--- src/rtl/mcs_pkg.sv ---
// shared constants, types and weight table of the motion curve smoother
`default_nettype none
package mcs_pkg;

	localparam int SAMPLE_BITS = 32;
	localparam int CHANNELS = 6;
	localparam int FRAME_BITS = SAMPLE_BITS * CHANNELS;
	localparam int HIST_DEPTH = 64;
	localparam int HIST_AW = 6;
	localparam int MAX_WINDOW = 31;
	localparam int WGT_W = 28;
	localparam int TOT_W = 31;
	localparam int ACC_W = 64;
	localparam int BINOM_N = 136;
	localparam int BINOM_AW = 8;
	localparam int MAX_RESULTS = 16;

	localparam logic [1:0] MODE_PASS = 2'd0;
	localparam logic [1:0] MODE_AVG = 2'd1;
	localparam logic [1:0] MODE_WGT = 2'd2;
	localparam logic [1:0] MODE_BINOM = 2'd3;

	localparam logic REG_MODE = 1'b0;
	localparam logic REG_SIZE = 1'b1;

	localparam logic [SAMPLE_BITS-1:0] SIGN_BIT = {1'b1, {(SAMPLE_BITS-1){1'b0}}};

	typedef logic [WGT_W-1:0] binom_rom_t [BINOM_N];

	typedef struct packed {
		logic clr;
		logic vld_s1;
		logic rnd;
		logic load;
		logic step;
	} lane_ctrl_t;

	// half rows of pascal's triangle for even orders 0..30
	function automatic binom_rom_t binom_rom();
		binom_rom_t rom;
		logic [WGT_W-1:0] row [MAX_WINDOW];
		int idx;
		idx = 0;
		for (int r = 0; r < MAX_WINDOW; r++) row[r] = '0;
		row[0] = WGT_W'(1);
		for (int n = 0; n < MAX_WINDOW; n++) begin
			for (int r = n; r >= 1; r--) row[r] = row[r] + row[r-1];
			if ((n % 2) == 0) begin
				for (int r = 0; r <= n / 2; r++) begin
					rom[idx] = row[r];
					idx = idx + 1;
				end
			end
		end
		return rom;
	endfunction

	localparam binom_rom_t BINOM = binom_rom();

endpackage
`default_nettype wire

--- src/rtl/mcs_lane.sv ---
// one channel lane: tap multiply-accumulate, rounding and restoring divide
`default_nettype none
module mcs_lane (
	input  wire                                    clk,
	input  wire                                    arst_n,
	input  wire        mcs_pkg::lane_ctrl_t        ctrl,
	input  wire        [mcs_pkg::SAMPLE_BITS-1:0]  smp_s1,
	input  wire        [mcs_pkg::WGT_W-1:0]        wgt_s1,
	input  wire        [mcs_pkg::TOT_W-1:0]        total,
	output logic signed [mcs_pkg::SAMPLE_BITS-1:0] result
);

	localparam int PROD_W = mcs_pkg::SAMPLE_BITS + mcs_pkg::WGT_W;
	localparam int SB = mcs_pkg::SAMPLE_BITS;

	logic [PROD_W-1:0] prod_s2;
	logic vld_s2;
	logic [mcs_pkg::ACC_W-1:0] acc_q;
	logic sat_q;
	logic [SB-1:0] rem_q;
	logic [SB-1:0] dq_q;
	logic [SB-1:0] rem_sh;
	logic ge;

	always_ff @(posedge clk or negedge arst_n) begin
		if (!arst_n) begin
			vld_s2 <= 1'b0;
		end else begin
			vld_s2 <= ctrl.vld_s1;
		end
	end

	always_ff @(posedge clk) begin
		if (ctrl.vld_s1) begin
			prod_s2 <= PROD_W'(smp_s1) * PROD_W'(wgt_s1);
		end
	end

	assign rem_sh = {rem_q[SB-2:0], dq_q[SB-1]};
	assign ge = rem_sh >= SB'(total);

	always_ff @(posedge clk) begin
		if (ctrl.clr) begin
			acc_q <= '0;
		end else if (vld_s2) begin
			acc_q <= acc_q + mcs_pkg::ACC_W'(prod_s2);
		end else if (ctrl.rnd) begin
			acc_q <= acc_q + mcs_pkg::ACC_W'(total >> 1);
		end
		if (ctrl.load) begin
			sat_q <= acc_q >= {1'b0, total, {SB{1'b0}}};
			rem_q <= acc_q[mcs_pkg::ACC_W-1:SB];
			dq_q <= acc_q[SB-1:0];
		end else if (ctrl.step) begin
			rem_q <= ge ? rem_sh - SB'(total) : rem_sh;
			dq_q <= {dq_q[SB-2:0], ge};
		end
	end

	assign result = (sat_q ? {SB{1'b1}} : dq_q) ^ mcs_pkg::SIGN_BIT;

endmodule
`default_nettype wire

--- config.mk ---
export PLATFORM = sky130hd
export DESIGN_NAME = mcs_lane
export DESIGN_NICKNAME = d
export VERILOG_FILES = /design/src/rtl/mcs_pkg.sv /design/src/rtl/mcs_lane.sv
export SDC_FILE = /design/constraint.sdc
export NUM_CORES = 2
export LEC_CHECK = 0
export BUFFER_PORTS_ARGS = -buffer_cell sky130_fd_sc_hd__buf_2
export CAP_MARGIN = 20
export CORE_MARGIN = 10
export CORE_UTILIZATION = 60
export CTS_BUF_LIST = sky130_fd_sc_hd__clkbuf_2
export DETAILED_ROUTE_END_ITERATION = 10
export PLACE_DENSITY = 0.77
export SETUP_SLACK_MARGIN = 0.2
export SLEW_MARGIN = 20
export SYNTH_ARGS = -nofsm -noshare
export SYNTH_HDL_FRONTEND = slang
export SYNTH_SLANG_ARGS = --single-unit
--- constraint.sdc ---
create_clock -name clk -period 5.2 [get_ports clk]
set_input_delay 0.52 -clock clk [delete_from_list [all_inputs] [get_ports clk]]
set_output_delay 0.52 -clock clk [all_outputs]
set_load 0.02 [all_outputs]
# Yosys cells after proc, flatten, opt, wreduce, memory -nomap -nowiden
# Cells that the tools add are included.
[word_totals]
output_inout_bits = 32
register_bits = 189
word_cells = 23
inputBits = 98
[classes]
multipliers = 1
n_lt_le_gt_ge = 2
mux = 8
n_reduce_logical = 2
bitwise = 1
add_sub_neg = 3
[op_table]
columns = ["cell", "count"]
rows = [
  ["64-bit 2-to-1 mux", 2],
  ["32-bit 2-to-1 mux", 3],
  ["31-bit 2-to-1 mux", 3],
  ["64-bit by 30-bit adder with 64-bit output", 1],
  ["64-bit by 60-bit adder with 64-bit output", 1],
  ["64-bit by 63-bit >= comparator with 1-bit output", 1],
  ["32-bit by 28-bit multiplier with 60-bit output", 1],
  ["32-bit by 31-bit >= comparator with 1-bit output", 1],
  ["31-bit subtractor", 1],
  ["2-bit nonzero test", 2],
  ["1-bit inverter", 1],
]

# Logic depth before layout (Yosys ltp)
[logic_depth]
depth_word = 4
ltp_mapped = 31
depth_no_buf = 28

# Worst setup path before layout
# Ideal clock, no wire load.
[synth_timing]
path_type = "input port to flip-flop"
from = "input port smp_s1[12] (netlist bit)"
to = "register prod_s2[58], data pin"
setup_ns = 0.260
path_slack_ns = -2.384
stages = 29
t_arrival_ns = 7.324
t_required_ns = 4.940
path_buffers = 3
cell_sequence = "clkbuf_1 > clkbuf_1 > nand2_1 > fa_1 > inv_1 > fa_1 > fa_1 > inv_1 > fa_1 > inv_1 > fa_1 > fa_1 > inv_1 > fa_1 > inv_1 > ha_1 > buf_4 > a21oi_1 > o21ai_2 > a2111oi_4 > a211oi_2 > a311o_2 > a21oi_4 > nor3_2 > nor4_1 > or3_4 > o21ai_2 > a311oi_2 > xnor2_1"
[synth_via]
elab_chain_cells = 1
[synth_rtl]
columns = ["element", "line", "text"]
rows = [
  ["from (decl)", "mcs_lane.sv:7", "input wire [mcs_pkg::SAMPLE_BITS-1:0] smp_s1,"],
  ["32-bit by 28-bit multiplier with 60-bit output", "mcs_lane.sv:35", "prod_s2 <= PROD_W'(smp_s1) * PROD_W'(wgt_s1);"],
  ["to (signal assigned)", "mcs_lane.sv:35", ""],
  ["to (decl)", "mcs_lane.sv:16", "logic [PROD_W-1:0] prod_s2;"],
]
# Every way passes these cells.
# A chain may end at the register's enable or synchronous reset.

# Final worst setup path
[layout_timing]
from = "input port smp_s1[14] (netlist bit)"
to = "register prod_s2[53], data pin"
# The elaborated chain is that of the path after synthesis.

==> results.cfg <==
[yosys]
synth_commonest_cells = 919 x sky130_fd_sc_hd__inv_1, 780 x sky130_fd_sc_hd__fa_1, 675 x sky130_fd_sc_hd__nand2_1, 494 x sky130_fd_sc_hd__and2_1, 336 x sky130_fd_sc_hd__ha_1
ys_top_cells_by_area = sky130_fd_sc_hd__fa_1 37%, sky130_fd_sc_hd__ha_1 9.9%, sky130_fd_sc_hd__edfxtp_1 8.8%
syn_inst = 4803
postSynthAreaPerCell_um2 = 8.838
synth_seq_area_share_pct = 11.85
synth-edff-count = 124
synth_top_area_share_pct = 36.78
cell_taking_the_most_area_after_synthesis = sky130_fd_sc_hd__fa_1
postSynthNetCount = 6017
ys_async_sr_fraction_pct = 0.5291
yosys_register_bits = 189
ys_warn_count = 0
yosysUniqueCellTypes = 82
ys.flop_type = sky130_fd_sc_hd__edfxtp_1
post-synth-top-count-cell = sky130_fd_sc_hd__inv_1
total_standard_cell_area_after_synthesis_mm2 = 0.04245

[placement]
buffer_ports.inserted = 129
final_replace_weighted_congestion = 0.9572
dp_hpwl_um = 97370

[finish]
fill_cells = 5155
flow.area_growth_from_synthesis_pct = 16.35
drive_gt1_share_pct = 18.60
final_util_pct = 70.53
multiInputGateArea_mm2 = 0.03412
finish.net_count = 6385
register_area_mm2 = 0.005034

[critical_path]
worstSetupPathType = in -> reg
end_kind = register
timing.critical_path.required_ps = 5890
worstPathArrival_ps = 7280
crit_fanout = 5
critPathLaunchType = input pin

[global_routing]
grt_pass1_vias = 36228
grt_overflow_total = 0
global_route.usage.met1_pct = 36.51
grt-busiest-layer = met2
initial_antenna_violation_count = 8
grt_max_degree = 64
gr-usage-met2_pct = 48.90
grtUsageMet3_pct = 4.591
global_route_wire_length_before_repair_um = 189900
groute.usage.overall_pct = 28.91

[clocking]
insertion_delay_ps = 920
cts.path.max_buffers = 2
numCtsBuffers = 17
clock_root_buffer = sky130_fd_sc_hd__clkbuf_2
ctsHtreeMaxLevel = 4
tritoncts_num_sinks = 189
cts_tree = built
clkTransAtPathRegs_ps = 300

[route]
vias_per_cell = 5.579
initialDrtViolationCount = 2613
vias = 34190
drt_total_wl_um = 117900
drt_first_pass_iters = 6
post_detailed_route_drc_marker_count = 0
average_detailed_routed_wire_length_per_instance_um = 19.25
ant_nets = 0

[sta]
final.setup_skew_ps = 73.56
final.hold.worst_slack_ps = 73.57
worst-slew-pin-transition_ps = 982.2
timing_max_transition_violations_final = 0
timing_hold_violations_final = 0
timing.max_slew.rel_slack_pct = 34.37
setup-violations-final = 37
rsz0062_at_grt = true
timing.final.ws_setup_ps = -1390
timing.final.crit_share_pct = 126.7
fmaxAchievable_ghz = 0.1517
finalCriticalPeriod_ps = 6590

[flow_run]
max-cap-violations = 0

[min_path]
hp-class = in -> reg

[floorplanning]
num_io_pins = 130
die_height_um = 286.0
die-width_um = 286.0
die_area_mm2 = 0.08179
core-area_mm2 = 0.07003
num_rows = 97
initial_cell_density_of_the_core_pct = 60.62

[run_status]
run_status = finished, violations left
failed_checks = setup timing
layer usage:
metal,routed length (um),vias to the layer above,share of wire (%)
met5,46,-,0.039
met4,5710,6,4.8
met3,8164,284,6.9
met2,57260,1261,49
met1,46760,17061,40
li1,-,15578,-
final cells by class:
class / instances / area share (%)
Sequential cell: 189 / 10.19
Inverter: 920 / 6.992
Clock inverter: 15 / 0.3927
Antenna cell: 4 / 0.02027
Multi-Input combinational cell: 3430 / 69.07
Timing Repair Buffer: 613 / 10.78
Tap cell: 940 / 2.381
Clock buffer: 17 / 0.1723
flip-flops by register name (all words and copies together), names as in the netlist:
| register | flops |
|---|---|
| acc_q | 64 |
| sat_q | 1 |
| prod_s2 | 60 |
| dq_q | 32 |
| rem_q | 31 |
| vld_s2 | 1 |
final timing paths:
check	start	end	slack (ps)	cells past startpoint
max	smp_s1[14]	prod_s2[53]$_DFFE_PP_	-1390	28
min	ctrl[2]	acc_q[20]$_SDFFE_PP0P_	70	4
max reg2reg	vld_s2$_DFF_PN0_	acc_q[43]$_SDFFE_PP0P_	570	13
min reg2reg	acc_q[32]$_SDFFE_PP0P_	acc_q[32]$_SDFFE_PP0P_	500	2
max in group asynchronous	arst_n	vld_s2$_DFF_PN0_	4700	3
min in group asynchronous	arst_n	vld_s2$_DFF_PN0_	390	3
timing repair:
| action | 4_1_cts | 5_1_grt |
|---|---|---|
| setup endpoints to repair | 41 | 47 |
| gates cloned | 6 | 0 |
| resized for setup | 222 | 77 |
| buffers inserted | 43 | 16 |
| pin swaps | 150 | 77 |
| hold buffers | 3 | 0 |
| hold endpoints to repair | 9 | 0 |
placed cells by master, fill, tap and decap left out, types with 103 or more instances in the layout:
cell,instances
sky130_fd_sc_hd__ha_1,312
sky130_fd_sc_hd__nand2_1,660
sky130_fd_sc_hd__and2_1,467
sky130_fd_sc_hd__o21ai_0,130
sky130_fd_sc_hd__inv_1,899
sky130_fd_sc_hd__buf_4,412
sky130_fd_sc_hd__edfxtp_1,124
sky130_fd_sc_hd__fa_1,748
sky130_fd_sc_hd__a21oi_1,182
sky130_fd_sc_hd__nor2_1,103
per-stage QoR:
stage                     worst slack (ps)  TNS, ps  cell area, um^2  std cells
after floorplan                      -1890   -49480            43460       4803
after global placement               -2286   -72930            47220       6024
after detailed placement             -2450   -78220            47220       6024
after CTS                            -1253   -25600            48880       6108
after global routing                 -1529   -35010            49380       6125
final                                -1390   -30960            49390       6128
worst max-delay path, stage by stage:
cell	delay (ps)
sky130_fd_sc_hd__buf_12	110
sky130_fd_sc_hd__buf_6	110
sky130_fd_sc_hd__and2_4	150
sky130_fd_sc_hd__fa_1	490
sky130_fd_sc_hd__fa_1	450
sky130_fd_sc_hd__fa_1	510
sky130_fd_sc_hd__inv_2	40
sky130_fd_sc_hd__fa_1	490
sky130_fd_sc_hd__inv_2	50
sky130_fd_sc_hd__fa_1	470
sky130_fd_sc_hd__fa_1	500
sky130_fd_sc_hd__inv_1	50
sky130_fd_sc_hd__fa_1	490
sky130_fd_sc_hd__inv_2	50
sky130_fd_sc_hd__ha_4	300
sky130_fd_sc_hd__nand4_1	180
sky130_fd_sc_hd__nor2_1	160
sky130_fd_sc_hd__a31oi_2	120
sky130_fd_sc_hd__o21ai_4	120
sky130_fd_sc_hd__o21ai_4	100
sky130_fd_sc_hd__a2111oi_4	430
sky130_fd_sc_hd__o311ai_2	160
sky130_fd_sc_hd__a31oi_2	340
sky130_fd_sc_hd__a21boi_2	110
sky130_fd_sc_hd__o31a_1	270
sky130_fd_sc_hd__buf_4	160
sky130_fd_sc_hd__o31ai_4	220
sky130_fd_sc_hd__xor2_1	100
logic make-up after synthesis:
logic type	synth area share [%]
buffers and inverters	10.50
flip-flops	11.85
adder cells (fa/ha/maj)	46.69
XOR/XNOR	2.723
AO/OA/AOI/OAI	9.234
multiplexers	1.427
AND/OR/NAND/NOR	17.58
Power is left out: the tool's default activity adds up to more than one toggle a clock period on the data nets, which glitch-free logic cannot reach.
